**config.mk**
```make
export PLATFORM = sky130hd
export DESIGN_NAME = adjacency_matrix_store_top
export DESIGN_NICKNAME = d
export VERILOG_FILES = /design/src/amx_pkg.sv /design/src/amx_ctrl.sv /design/src/amx_datapath.sv /design/src/adjacency_matrix_store_top.sv
export SDC_FILE = /design/constraint.sdc
export NUM_CORES = 2
export LEC_CHECK = 0
export ABC_AREA = 1
export BUFFER_PORTS_ARGS = -buffer_cell sky130_fd_sc_hd__buf_2
export CAP_MARGIN = 20
export CORE_UTILIZATION = 45
export DETAILED_ROUTE_END_ITERATION = 6
export SYNTH_ARGS = -nofsm -noshare
export SYNTH_HDL_FRONTEND = slang
export SYNTH_SLANG_ARGS = --single-unit
```
**constraint.sdc**
```tcl
create_clock -name clk -period 7.1 [get_ports clk]
set_clock_uncertainty 0.2 [all_clocks]
set_input_delay 1.42 -clock clk [delete_from_list [all_inputs] [get_ports clk]]
set_output_delay 1.42 -clock clk [all_outputs]
set_load 0.02 [all_outputs]
```
**src/amx_pkg.sv**
```systemverilog
package amx_pkg;

  localparam int MODE_W  = 3;
  localparam int VERTEX_W = 8;
  localparam int RESULT_W = 9;

  localparam logic [MODE_W-1:0] MODE_ADD_EDGE  = 3'd0;
  localparam logic [MODE_W-1:0] MODE_DEL_EDGE  = 3'd1;
  localparam logic [MODE_W-1:0] MODE_ADJACENT  = 3'd2;
  localparam logic [MODE_W-1:0] MODE_IN_DEG    = 3'd3;
  localparam logic [MODE_W-1:0] MODE_OUT_DEG   = 3'd4;
  localparam logic [MODE_W-1:0] MODE_ADD_VERT  = 3'd5;
  localparam logic [MODE_W-1:0] MODE_DEL_VERT  = 3'd6;

  // Commands from the controller to the datapath.
  typedef struct packed {
    logic load;    // capture the input request
    logic init;    // set up the clearing pass after reset
    logic start;   // decode the request, issue the row read, set up a walk
    logic row;     // row data is back: edge write, adjacency bit, hold row
    logic walk;    // advance the row walk
    logic finish;  // load the result register and commit the count
  } cmd_t;

  typedef struct packed {
    logic use_row;
    logic use_walk;
    logic walk_done;
    logic out_free;
  } status_t;

endpackage

```
**src/amx_ctrl.sv**
```systemverilog
module amx_ctrl (
  input  logic            clk,
  input  logic            rst_n,
  input  logic            in_valid,
  output logic            in_ready,
  input  amx_pkg::status_t status,
  output amx_pkg::cmd_t    cmd
);

  localparam logic [2:0] S_INIT     = 3'd0;
  localparam logic [2:0] S_CLEAR    = 3'd1;
  localparam logic [2:0] S_IDLE     = 3'd2;
  localparam logic [2:0] S_DISPATCH = 3'd3;
  localparam logic [2:0] S_ROW      = 3'd4;
  localparam logic [2:0] S_WALK     = 3'd5;
  localparam logic [2:0] S_FINISH   = 3'd6;

  logic [2:0] state_r;
  logic [2:0] state_nxt;

  always_comb begin
    state_nxt = state_r;
    cmd       = '0;
    in_ready  = 1'b0;
    unique case (state_r)
      S_INIT: begin
        cmd.init  = 1'b1;
        state_nxt = S_CLEAR;
      end
      S_CLEAR: begin
        cmd.walk = 1'b1;
        if (status.walk_done) begin
          state_nxt = S_IDLE;
        end
      end
      S_IDLE: begin
        in_ready = 1'b1;
        if (in_valid) begin
          cmd.load  = 1'b1;
          state_nxt = S_DISPATCH;
        end
      end
      S_DISPATCH: begin
        cmd.start = 1'b1;
        if (status.use_row) begin
          state_nxt = S_ROW;
        end else if (status.use_walk) begin
          state_nxt = S_WALK;
        end else begin
          state_nxt = S_FINISH;
        end
      end
      S_ROW: begin
        cmd.row   = 1'b1;
        state_nxt = status.use_walk ? S_WALK : S_FINISH;
      end
      S_WALK: begin
        cmd.walk = 1'b1;
        if (status.walk_done) begin
          state_nxt = S_FINISH;
        end
      end
      S_FINISH: begin
        if (status.out_free) begin
          cmd.finish = 1'b1;
          state_nxt  = S_IDLE;
        end
      end
      default: begin
        state_nxt = S_INIT;
      end
    endcase
  end

  always_ff @(posedge clk) begin
    if (!rst_n) begin
      state_r <= S_INIT;
    end else begin
      state_r <= state_nxt;
    end
  end

endmodule

```
**src/amx_datapath.sv**
```systemverilog
module amx_datapath #(
  parameter int MAX_VERTICES = 32
) (
  input  logic                              clk,
  input  logic                              rst_n,
  input  amx_pkg::cmd_t                     cmd,
  output amx_pkg::status_t                  status,
  input  logic [amx_pkg::MODE_W-1:0]        in_mode,
  input  logic [amx_pkg::VERTEX_W-1:0]      in_vertex_a,
  input  logic [amx_pkg::VERTEX_W-1:0]      in_vertex_b,
  input  logic                              out_ready,
  output logic                              out_valid,
  output logic [amx_pkg::RESULT_W-1:0]      out_result_value,
  output logic [amx_pkg::RESULT_W-1:0]      out_live_count,
  output logic                              out_error_flag
);

  localparam int IW = (MAX_VERTICES > 1) ? $clog2(MAX_VERTICES) : 1;
  localparam int CW = $clog2(MAX_VERTICES + 1);
  localparam int RW = amx_pkg::RESULT_W;

  // Edge matrix, one row per vertex, bit j of row i is the edge i->j.
  logic [MAX_VERTICES-1:0] mem [MAX_VERTICES];
  logic [MAX_VERTICES-1:0] rd_q;

  logic [amx_pkg::MODE_W-1:0]   mode_r;
  logic [amx_pkg::VERTEX_W-1:0] a_r;
  logic [amx_pkg::VERTEX_W-1:0] b_r;
  logic [CW-1:0]                count_r;
  logic [IW-1:0]                lo_r;
  logic [IW-1:0]                lim_r;
  logic [CW-1:0]                end_r;
  logic [CW-1:0]                idx_r;
  logic [IW-1:0]                widx_r;
  logic                         wvalid_r;
  logic                         deg_r;
  logic [CW-1:0]                value_r;
  logic [MAX_VERTICES-1:0]      hold_r;
  logic                         out_valid_r;
  logic [RW-1:0]                out_value_r;
  logic [RW-1:0]                out_count_r;
  logic                         out_err_r;

  logic [RW-1:0]           count9;
  logic [RW-1:0]           a9;
  logic [RW-1:0]           b9;
  logic [RW-1:0]           a1;
  logic                    a_ok;
  logic                    b_ok;
  logic                    err;
  logic                    trunc;
  logic [CW-1:0]           cnt_m1;
  logic [CW-1:0]           count_nxt;
  logic [IW-1:0]           idx_lo;
  logic [IW-1:0]           a_lo;
  logic [IW-1:0]           b_lo;
  logic                    issue;
  logic                    rd_en;
  logic [IW-1:0]           rd_addr;
  logic [IW-1:0]           src_row;
  logic [MAX_VERTICES-1:0] shifted;
  logic [MAX_VERTICES-1:0] fixed;
  logic [MAX_VERTICES-1:0] edge_row;
  logic                    we;
  logic [IW-1:0]           waddr;
  logic [MAX_VERTICES-1:0] wdata;
  logic                    deg_bit;

  assign count9 = RW'(count_r);
  assign a9     = {1'b0, a_r};
  assign b9     = {1'b0, b_r};
  assign a1     = a9 + RW'(1);
  assign a_ok   = a9 < count9;
  assign b_ok   = b9 < count9;
  assign cnt_m1 = count_r - CW'(1);
  assign idx_lo = idx_r[IW-1:0];
  assign a_lo   = a_r[IW-1:0];
  assign b_lo   = b_r[IW-1:0];

  always_comb begin
    unique case (mode_r)
      amx_pkg::MODE_ADD_EDGE,
      amx_pkg::MODE_DEL_EDGE,
      amx_pkg::MODE_ADJACENT: err = !(a_ok && b_ok);
      amx_pkg::MODE_IN_DEG,
      amx_pkg::MODE_OUT_DEG,
      amx_pkg::MODE_DEL_VERT: err = !a_ok;
      amx_pkg::MODE_ADD_VERT: err = a1 > RW'(MAX_VERTICES);
      default:                err = 1'b0;
    endcase
  end

  // Shrinking the count must wipe the rows and columns past the new count.
  assign trunc = (mode_r == amx_pkg::MODE_ADD_VERT) && !err && (a1 < count9);

  assign status.use_row = !err && ((mode_r == amx_pkg::MODE_ADD_EDGE) ||
                                   (mode_r == amx_pkg::MODE_DEL_EDGE) ||
                                   (mode_r == amx_pkg::MODE_ADJACENT) ||
                                   (mode_r == amx_pkg::MODE_OUT_DEG));
  assign status.use_walk = !err && ((mode_r == amx_pkg::MODE_IN_DEG) ||
                                    (mode_r == amx_pkg::MODE_OUT_DEG) ||
                                    (mode_r == amx_pkg::MODE_DEL_VERT) || trunc);
  assign status.walk_done = (idx_r >= end_r) && !wvalid_r;
  assign status.out_free  = !out_valid_r || out_ready;

  always_comb begin
    if (err) begin
      count_nxt = count_r;
    end else if (mode_r == amx_pkg::MODE_ADD_VERT) begin
      count_nxt = CW'(a1);
    end else if (mode_r == amx_pkg::MODE_DEL_VERT) begin
      count_nxt = cnt_m1;
    end else begin
      count_nxt = count_r;
    end
  end

  // Walk: each row is written back in the cycle after it is read. Rows from
  // lo up to lim take their contents from the row below, which has not been
  // overwritten yet because the write trails the read by one row.
  assign issue   = cmd.walk && (idx_r < end_r);
  assign src_row = ((idx_lo >= lo_r) && (idx_lo < lim_r)) ? idx_lo + IW'(1) : idx_lo;
  assign rd_en   = cmd.start || issue;
  assign rd_addr = cmd.start ? a_lo : src_row;

  assign shifted = rd_q >> 1;

  always_comb begin
    for (int j = 0; j < MAX_VERTICES; j++) begin
      if (IW'(j) >= lim_r) begin
        fixed[j] = 1'b0;
      end else if (IW'(j) < lo_r) begin
        fixed[j] = rd_q[j];
      end else begin
        fixed[j] = shifted[j];
      end
    end
  end

  always_comb begin
    edge_row       = rd_q;
    edge_row[b_lo] = (mode_r == amx_pkg::MODE_ADD_EDGE);
  end

  always_comb begin
    we    = 1'b0;
    waddr = widx_r;
    wdata = (widx_r >= lim_r) ? '0 : fixed;
    if (cmd.row && ((mode_r == amx_pkg::MODE_ADD_EDGE) ||
                    (mode_r == amx_pkg::MODE_DEL_EDGE))) begin
      we    = 1'b1;
      waddr = a_lo;
      wdata = edge_row;
    end else if (wvalid_r && !deg_r) begin
      we = 1'b1;
    end
  end

  assign deg_bit = (mode_r == amx_pkg::MODE_IN_DEG) ? rd_q[a_lo] : hold_r[widx_r];

  always_ff @(posedge clk) begin
    if (we) begin
      mem[waddr] <= wdata;
    end
    if (rd_en) begin
      rd_q <= mem[rd_addr];
    end
  end

  always_ff @(posedge clk) begin
    if (cmd.load) begin
      mode_r <= in_mode;
      a_r    <= in_vertex_a;
      b_r    <= in_vertex_b;
    end
    if (cmd.row) begin
      hold_r <= rd_q;
    end
    if (cmd.start) begin
      lo_r    <= '0;
      lim_r   <= '0;
      deg_r   <= 1'b1;
      end_r   <= count_r;
      value_r <= '0;
      if (mode_r == amx_pkg::MODE_DEL_VERT) begin
        deg_r <= 1'b0;
        lo_r  <= a_lo;
        lim_r <= cnt_m1[IW-1:0];
      end else if (mode_r == amx_pkg::MODE_ADD_VERT) begin
        deg_r <= 1'b0;
        lo_r  <= a1[IW-1:0];
        lim_r <= a1[IW-1:0];
      end
    end else if (cmd.init) begin
      lo_r  <= '0;
      lim_r <= '0;
      deg_r <= 1'b0;
      end_r <= CW'(MAX_VERTICES);
    end else if (cmd.row && (mode_r == amx_pkg::MODE_ADJACENT)) begin
      value_r <= CW'(rd_q[b_lo]);
    end else if (wvalid_r && deg_r) begin
      value_r <= value_r + CW'(deg_bit);
    end
    if (issue) begin
      widx_r <= idx_lo;
    end
    if (cmd.finish) begin
      out_value_r <= RW'(value_r);
      out_count_r <= RW'(count_nxt);
      out_err_r   <= err;
    end
  end

  always_ff @(posedge clk) begin
    if (!rst_n) begin
      count_r     <= '0;
      idx_r       <= '0;
      wvalid_r    <= 1'b0;
      out_valid_r <= 1'b0;
    end else begin
      wvalid_r <= issue;
      if (cmd.start || cmd.init) begin
        idx_r <= '0;
      end else if (issue) begin
        idx_r <= idx_r + CW'(1);
      end
      if (cmd.finish) begin
        count_r     <= count_nxt;
        out_valid_r <= 1'b1;
      end else if (out_ready) begin
        out_valid_r <= 1'b0;
      end
    end
  end

  assign out_valid        = out_valid_r;
  assign out_result_value = out_value_r;
  assign out_live_count   = out_count_r;
  assign out_error_flag   = out_err_r;

endmodule

```
**src/adjacency_matrix_store_top.sv**
```systemverilog
// Channel   Direction  Handshake             Payload
// in_       request    in_valid / in_ready   in_mode, in_vertex_a, in_vertex_b
// out_      result     out_valid / out_ready out_result_value, out_live_count,
//                                            out_error_flag
//
// Edge set, edge clear and adjacency test go through the dispatch, row and finish
// steps. In-degree, vertex removal and count truncation walk the live rows through
// the matrix memory, which has one read and one write port; out-degree reads its
// row first and then walks. Errors, growing the count and unused modes go
// straight from dispatch to finish. Requests are taken one at a time.
// After reset a clearing pass over all MAX_VERTICES rows runs before in_ready rises.
// A stalled result stays in the output register; the next request is accepted
// meanwhile, and its result waits in the finish step until the register frees.
module adjacency_matrix_store_top #(
  parameter int MAX_VERTICES = 32
) (
  input  logic                         clk,
  input  logic                         rst_n,
  input  logic                         in_valid,
  output logic                         in_ready,
  input  logic [amx_pkg::MODE_W-1:0]   in_mode,
  input  logic [amx_pkg::VERTEX_W-1:0] in_vertex_a,
  input  logic [amx_pkg::VERTEX_W-1:0] in_vertex_b,
  output logic                         out_valid,
  input  logic                         out_ready,
  output logic [amx_pkg::RESULT_W-1:0] out_result_value,
  output logic [amx_pkg::RESULT_W-1:0] out_live_count,
  output logic                         out_error_flag
);

  amx_pkg::cmd_t    cmd;
  amx_pkg::status_t status;

  amx_ctrl u_ctrl (
    .clk      (clk),
    .rst_n    (rst_n),
    .in_valid (in_valid),
    .in_ready (in_ready),
    .status   (status),
    .cmd      (cmd)
  );

  amx_datapath #(
    .MAX_VERTICES (MAX_VERTICES)
  ) u_datapath (
    .clk              (clk),
    .rst_n            (rst_n),
    .cmd              (cmd),
    .status           (status),
    .in_mode          (in_mode),
    .in_vertex_a      (in_vertex_a),
    .in_vertex_b      (in_vertex_b),
    .out_ready        (out_ready),
    .out_valid        (out_valid),
    .out_result_value (out_result_value),
    .out_live_count   (out_live_count),
    .out_error_flag   (out_error_flag)
  );

endmodule

```
# Word level (Yosys, flattened, before mapping)

Memory sizes are Yosys's and may differ from the RTL's. A register that Yosys moved wholly into a read port is not among the register bits.
Index checks and enable logic that the tools add are counted.

Register bits after elaboration: 109
RAM bits: 1024
Bits of input ports: 23
Output and inout bits: 21
Logic and storage cells: 277
Memories: 1

Add/subtract/negate cells: 5
Magnitude comparators: 77
Equality and inequality tests: 16
Mux-type cells: 119
Bitwise operators: 2
Reductions and logical operators: 39

Memory list:

| memory         | depth | bits a word | read ports | clocked after Yosys merged registers in | write ports | line               | RTL |
|---|---|---|---|---|---|---|---|
| u_datapath.mem | 32    | 32          | 1          | 1                                       | 1           | amx_datapath.sv:23 | `logic [MAX_VERTICES-1:0] mem [MAX_VERTICES];` |

Operator list:

| cell                                                                               | number |
|---|---|
| 1-bit 2-to-1 mux                                                                   | 88 |
| 5-bit greater-or-equal comparator, first input constant                            | 16 |
| 5-bit < comparator, first input constant                                           | 16 |
| 32-bit 2-to-1 mux                                                                  | 2 |
| 5-bit 2-to-1 mux                                                                   | 9 |
| 6-bit 2-to-1 mux                                                                   | 7 |
| 4-bit by 5-bit greater-or-equal comparator with 1-bit output, first input constant | 8 |
| 4-bit by 5-bit < comparator with 1-bit output, first input constant                | 8 |
| 32-bit bitwise mux                                                                 | 1 |
| 3-bit case mux with 7 select lines                                                 | 1 |
| 3-bit by 5-bit greater-or-equal comparator with 1-bit output, first input constant | 4 |
| 3-bit by 5-bit < comparator with 1-bit output, first input constant                | 4 |
| 3-bit equality test, second input constant                                         | 6 |
| 5-bit by 6-bit < comparator with 1-bit output, second input constant               | 3 |
| 8-bit by 6-bit < comparator with 1-bit output                                      | 2 |
| 1-bit binary-select mux with 5-bit select                                          | 3 |
| 1-bit logical AND                                                                  | 13 |
| 3-bit by 2-bit equality test with 1-bit output, second input constant              | 4 |
| 3-bit 2-to-1 mux                                                                   | 4 |
| 1-bit by 5-bit greater-or-equal comparator with 1-bit output, first input constant | 2 |
| 2-bit by 5-bit greater-or-equal comparator with 1-bit output, first input constant | 2 |
| 5-bit greater-or-equal comparator                                                  | 2 |
| 1-bit by 5-bit < comparator with 1-bit output, first input constant                | 2 |
| 2-bit by 5-bit < comparator with 1-bit output, first input constant                | 2 |
| other kinds (25)                                                                   | 49 |

# Depth between registers and ports, before layout

Word-level depth: 12
Mapped depth: 23
Depth with buffers taken out: 19

# Cells and area by module

From an unflattened synthesis, not the netlist that was laid out.

Cell total of the unflattened synthesis: 5519
Area total of the unflattened synthesis: 53986.8 µm²

Modules (own cells, without submodules):

| module       | times used | cells an instance | area an instance (µm²) | seq. area each (µm²) |
|---|---|---|---|---|
| amx_datapath | 1          | 5465              | 53681.5                | 34693.3 |
| amx_ctrl     | 1          | 54                | 305.3                  | 60.1 |

# Worst setup path after synthesis

OpenSTA, ideal clock, no wires.

Path type: reg2reg
Start: register u_ctrl.state_r[2]
End: memory u_datapath.mem[28][0], enable pin
Setup time: 0.421 ns
Data arrival time: 5.428 ns
Data required time: 6.479 ns
Setup slack: 1.051 ns
Cell stages (with the launch flop): 10
Path buffers: 1
Period minus slack after synthesis: 6.049 ns
Path through: dfxtp_1 -> inv_1 -> nor3_1 -> nand2_1 -> clkbuf_1 -> o21ai_0 -> inv_1 -> nor2_1 -> nand2_1 -> nor2_1

Cells in the longest elaborated chain, start to end: 6

RTL lines:

| element                                | line                | RTL |
|---|---|---|
| start: declaration                     | amx_ctrl.sv:18      | `logic [2:0] state_r;` |
| start signal: assignment               | amx_ctrl.sv:79      | `state_r <= state_nxt;` |
| 3-bit equality test *                  | amx_ctrl.sv:25      | `unique case (state_r)` |
| 1-bit 2-to-1 mux *                     | amx_ctrl.sv:25      |  |
| 1-bit logical AND *                    | amx_datapath.sv:149 | `if (cmd.row && ((mode_r == amx_pkg::MODE_ADD_EDGE) \|\|` |
| 1-bit 2-to-1 mux                       | amx_datapath.sv:149 |  |
| 1-bit 2-to-1 mux                       | amx_datapath.sv:162 | `if (we) begin` |
| 1-bit 2-to-1 mux (implied by the code) | amx_datapath.sv:163 | `mem[waddr] <= wdata;` |
| end: declaration                       | amx_datapath.sv:23  |  |

Every way passes the cells marked *; elsewhere a longest branch is shown, timed or not.

# Final worst setup path

Start: register u_ctrl.state_r[2]
End: memory u_datapath.mem[23][15], enable pin

The elaborated chain is that of the path after synthesis.

==> impl_metrics.env <==
export IMPL_grt_total_usage_pct=27.1
export IMPL_async_flop_share_pct=0
export IMPL_total_power_mw=29.6
export IMPL_grt_setup_unrepaired="no"
export IMPL_clkTransAtPathRegs_ns=0.06
export IMPL_synth_top_cell_area_share_pct=63.6
export IMPL_cp_num_cells=9
export IMPL_critPathKind="register to register"
export IMPL_final_max_slew_viol_count=0
export IMPL_start_kind="register"
export IMPL_cts_tree="yes"
export IMPL_cp_arrival_ns=5.02
export IMPL_crit_top_cell="buf_4"
export IMPL_grt_pass1_wl_um=244000
export IMPL_synth_area_top_cells="edfxtp_1, nand3_1, inv_1"
export IMPL_clock_path_buffers=3
export IMPL_antenna_found_initial=3
export IMPL_cp_max_fo=35
export IMPL_synth_seq_cells=1165
export IMPL_ys_flop_type="edfxtp_1"
export IMPL_hp_class="register to register"
export IMPL_grt_remaining_overflow=0
export IMPL_wirelength_um=166000
export IMPL_hold_depth=0
export IMPL_cts_buffers=119
export IMPL_ir_drop_mv=1.24
export IMPL_tightestPinTransition_ns=1.15
export IMPL_start_util_pct=45.5
export IMPL_drive_above_1_share_pct=7.22
export IMPL_hpwlAfterDp_um=95200
export IMPL_postCtsSetupBuffers=0
export IMPL_die_x_um=348
export IMPL_n_antenna_cell=0
export IMPL_endpoint_kind="register"
export IMPL_drc=12
export IMPL_ant_nets=0
export IMPL_synth_distinct_cells=49
export IMPL_synth_top_cell_by_area="edfxtp_1"
export IMPL_drt_iter0_markers=4681
export IMPL_die_height_um=348
export IMPL_via_per_inst=5.42
export IMPL_powerDensity_mw_per_mm2=491
export IMPL_synth_edf_count=1142
export IMPL_post_dp_cell_area_mm2=0.0565
export IMPL_critPathSlowestCell="nor2_4"
export IMPL_synthesis_area_mm2=0.0539
export IMPL_dr_total_vias=39100
export IMPL_synth_avg_cell_area_um2=9.79
export IMPL_clk_insertion_delay_late_ns=0.73
export IMPL_post_route_cell_area_mm2=0.0602
export IMPL_gp_congestion=0.944
export IMPL_max_cap_viol_count=0
export IMPL_fin_nets=5578
export IMPL_htree_num_levels=3
export IMPL_fp_coreArea_mm2=0.118
export IMPL_cts_hold_buf=0
export IMPL_finalCritPeriodShare_pct=68.8
export IMPL_finalHoldViolations=0
export IMPL_maxSlewHeadroom_pct=23.3
export IMPL_crit_family="simple AND/OR/NAND/NOR gates"
export IMPL_grt_pass1_vias=36700
export IMPL_cp_slowest_stage_delay_ns=0.88
export IMPL_postSynthCellCount=5506
export IMPL_dr_pass1_iters=7
export IMPL_p_leak_nw=25.9
export IMPL_worstPathRequired_ns=7.24
export IMPL_max_freq_mhz=205
export IMPL_wl_per_cell_um=23.0
export IMPL_final_util_pct=50.8
export IMPL_crit_buf_inv=4
export IMPL_fin_setup_tns_ns=0
export IMPL_ys_warn_count=0
export IMPL_io_buffers=37
export IMPL_setup_viol=0
export IMPL_r2r_cells=9
export IMPL_fin_crit_ns=4.88
export IMPL_path_cells="inv_1 > nor3_2 > buf_4 > nand2_1 > buf_4 > o21ai_0 > nand3_1 > nor2_4 > buf_4"
export IMPL_postCtsResizedCells=0
export IMPL_clkSinkCount=1165
export IMPL_grt_max_degree=167
export IMPL_io_pins=44
export IMPL_outcome="finished with violations"
export IMPL_synth_seq_area_share_pct=64.5
export IMPL_row_count=126
export IMPL_violations="design-rule violations"
export IMPL_synthToLayoutAreaGrowth_pct=11.7
export IMPL_root_buffer="clkbuf_16"
export IMPL_dieArea_mm2=0.121
-- power breakdown --
part	internal (mW)	leakage (nW)	total [mW]	switching, mW
combinational	3.67	13.7	14.4	10.7
sequential	8.74	10.5	9.26	0.515
clock	3.24	1.76	5.92	2.67
-- worst register-to-register path, cell delays in order, from the launching register on --
cell,delay [ns]
dfxtp_1,0.40
inv_1,0.11
nor3_2,0.14
buf_4,0.43
nand2_1,0.33
buf_4,0.33
o21ai_0,0.35
nand3_1,0.72
nor2_4,0.88
buf_4,0.57
-- flip-flops by register name (all words and copies together), names as in the netlist, 3 cells and up --
register and count:
u_datapath.widx_r 5, u_datapath.lo_r 5, u_ctrl.state_r 3, u_datapath.out_result_value 6
u_datapath.idx_r 6, u_datapath.a_r 8, u_datapath.mode_r 3, u_datapath.value_r 6
u_datapath.hold_r 32, u_datapath.count_r 6, u_datapath.out_live_count 6, u_datapath.lim_r 5
u_datapath.rd_q 32, u_datapath.b_r 8, u_datapath.mem 1024, u_datapath.end_r 6
-- through the flow --
step | hold WS (ns) | worst slack [ns] | cells
after floorplan | 0.208 | 1.05 | 5511
after global placement | 0.211 | 2.40 | 6987
after detailed placement | 0.226 | 2.34 | 6991
after CTS | 0.241 | 2.28 | 7209
after global routing | 0.247 | 1.95 | 7211
final | 0.234 | 2.22 | 7211
-- placed cells by master (no fill, tap or decap), types with 5 or more instances in the layout --
| master | instances |
|---|---|
| clkbuf_16 | 122 |
| dfxtp_1 | 23 |
| ha_1 | 41 |
| nor3_1 | 18 |
| nand2_1 | 1144 |
| inv_1 | 1184 |
| nor2_1 | 126 |
| o21ai_1 | 5 |
| clkinv_1 | 32 |
| o311ai_0 | 10 |
| nand2_4 | 6 |
| buf_4 | 106 |
| o21ai_0 | 135 |
| clkbuf_1 | 32 |
| o22ai_1 | 25 |
| a21oi_1 | 66 |
| o31ai_4 | 11 |
| conb_1 | 6 |
| buf_2 | 37 |
| nand3_1 | 1154 |
| edfxtp_1 | 1142 |
| o41ai_2 | 5 |
| o211ai_1 | 9 |
| buf_12 | 11 |
| nand4_1 | 6 |
| clkinv_2 | 21 |
| a31oi_1 | 13 |
| nor2_4 | 33 |
| o221ai_1 | 6 |
-- logic make-up after synthesis --
group           after synthesis  share of synthesized area, %
fa+ha+maj                    41                         0.952
simple gates               2505                          20.3
other cells                   1                       0.00696
buf+inv                    1470                          10.7
compound gates              320                          3.47
xor+xnor                      4                        0.0650
flops                      1165                          64.5
-- layer usage --
metal  share of wire (%)  up-vias  routed length [µm]  global-route usage (%)
met3                 8.6      294               14200                    3.37
met5              0.0078        -                  13                       0
met4                 3.2        2                5290                    9.04
li1                    -    18100                   -                       -
met2                  45     1802               75300                    42.4
met1                  43    18900               71000                    39.1
-- area by class of cell --
cell class	count	area, µm²
repair buffers	159	1290
clock buffers	157	3210
inverters	1193	4490
multi-input cells	2876	14000
fillers	10600	58200
flip-flops and latches	1165	34800
clock inverters	61	394
well taps	1600	2000
-- worst paths after layout --
check | start | to | slack, ns
max | u_ctrl.state_r[2]$_SDFFE_PN0P_ | u_datapath.mem[23][15]$_DFFE_PP_ | 2.22
min | u_datapath.value_r[5]$_SDFFE_PP0P_ | u_datapath.out_result_value[5]$_DFFE_PP_ | 0.23
max reg2reg | u_ctrl.state_r[2]$_SDFFE_PN0P_ | u_datapath.mem[23][15]$_DFFE_PP_ | 2.22
min reg2reg | u_datapath.value_r[5]$_SDFFE_PP0P_ | u_datapath.out_result_value[5]$_DFFE_PP_ | 0.23
-- synth_stat cells, types with 3 or more instances --
cell,number
inv_1,1185
nand3_1,1154
nand2_1,1152
edfxtp_1,1142
buf_2,167
nor2_1,158
o21ai_0,138
clkbuf_1,76
a21oi_1,67
ha_1,41
o22ai_1,30
dfxtp_1,23
buf_1,21
nor3_1,19
a31oi_1,15
o31ai_1,12
buf_4,11
o311ai_0,10
o211ai_1,9
nand4_1,6
o221ai_1,6
o41ai_1,6
inv_2,5
o21ai_1,5
o32ai_1,5
a211oi_1,4
xor2_1,4
clkinv_1,3
nor3_2,3
No activity file was read; power rests on OpenSTA's default activity.
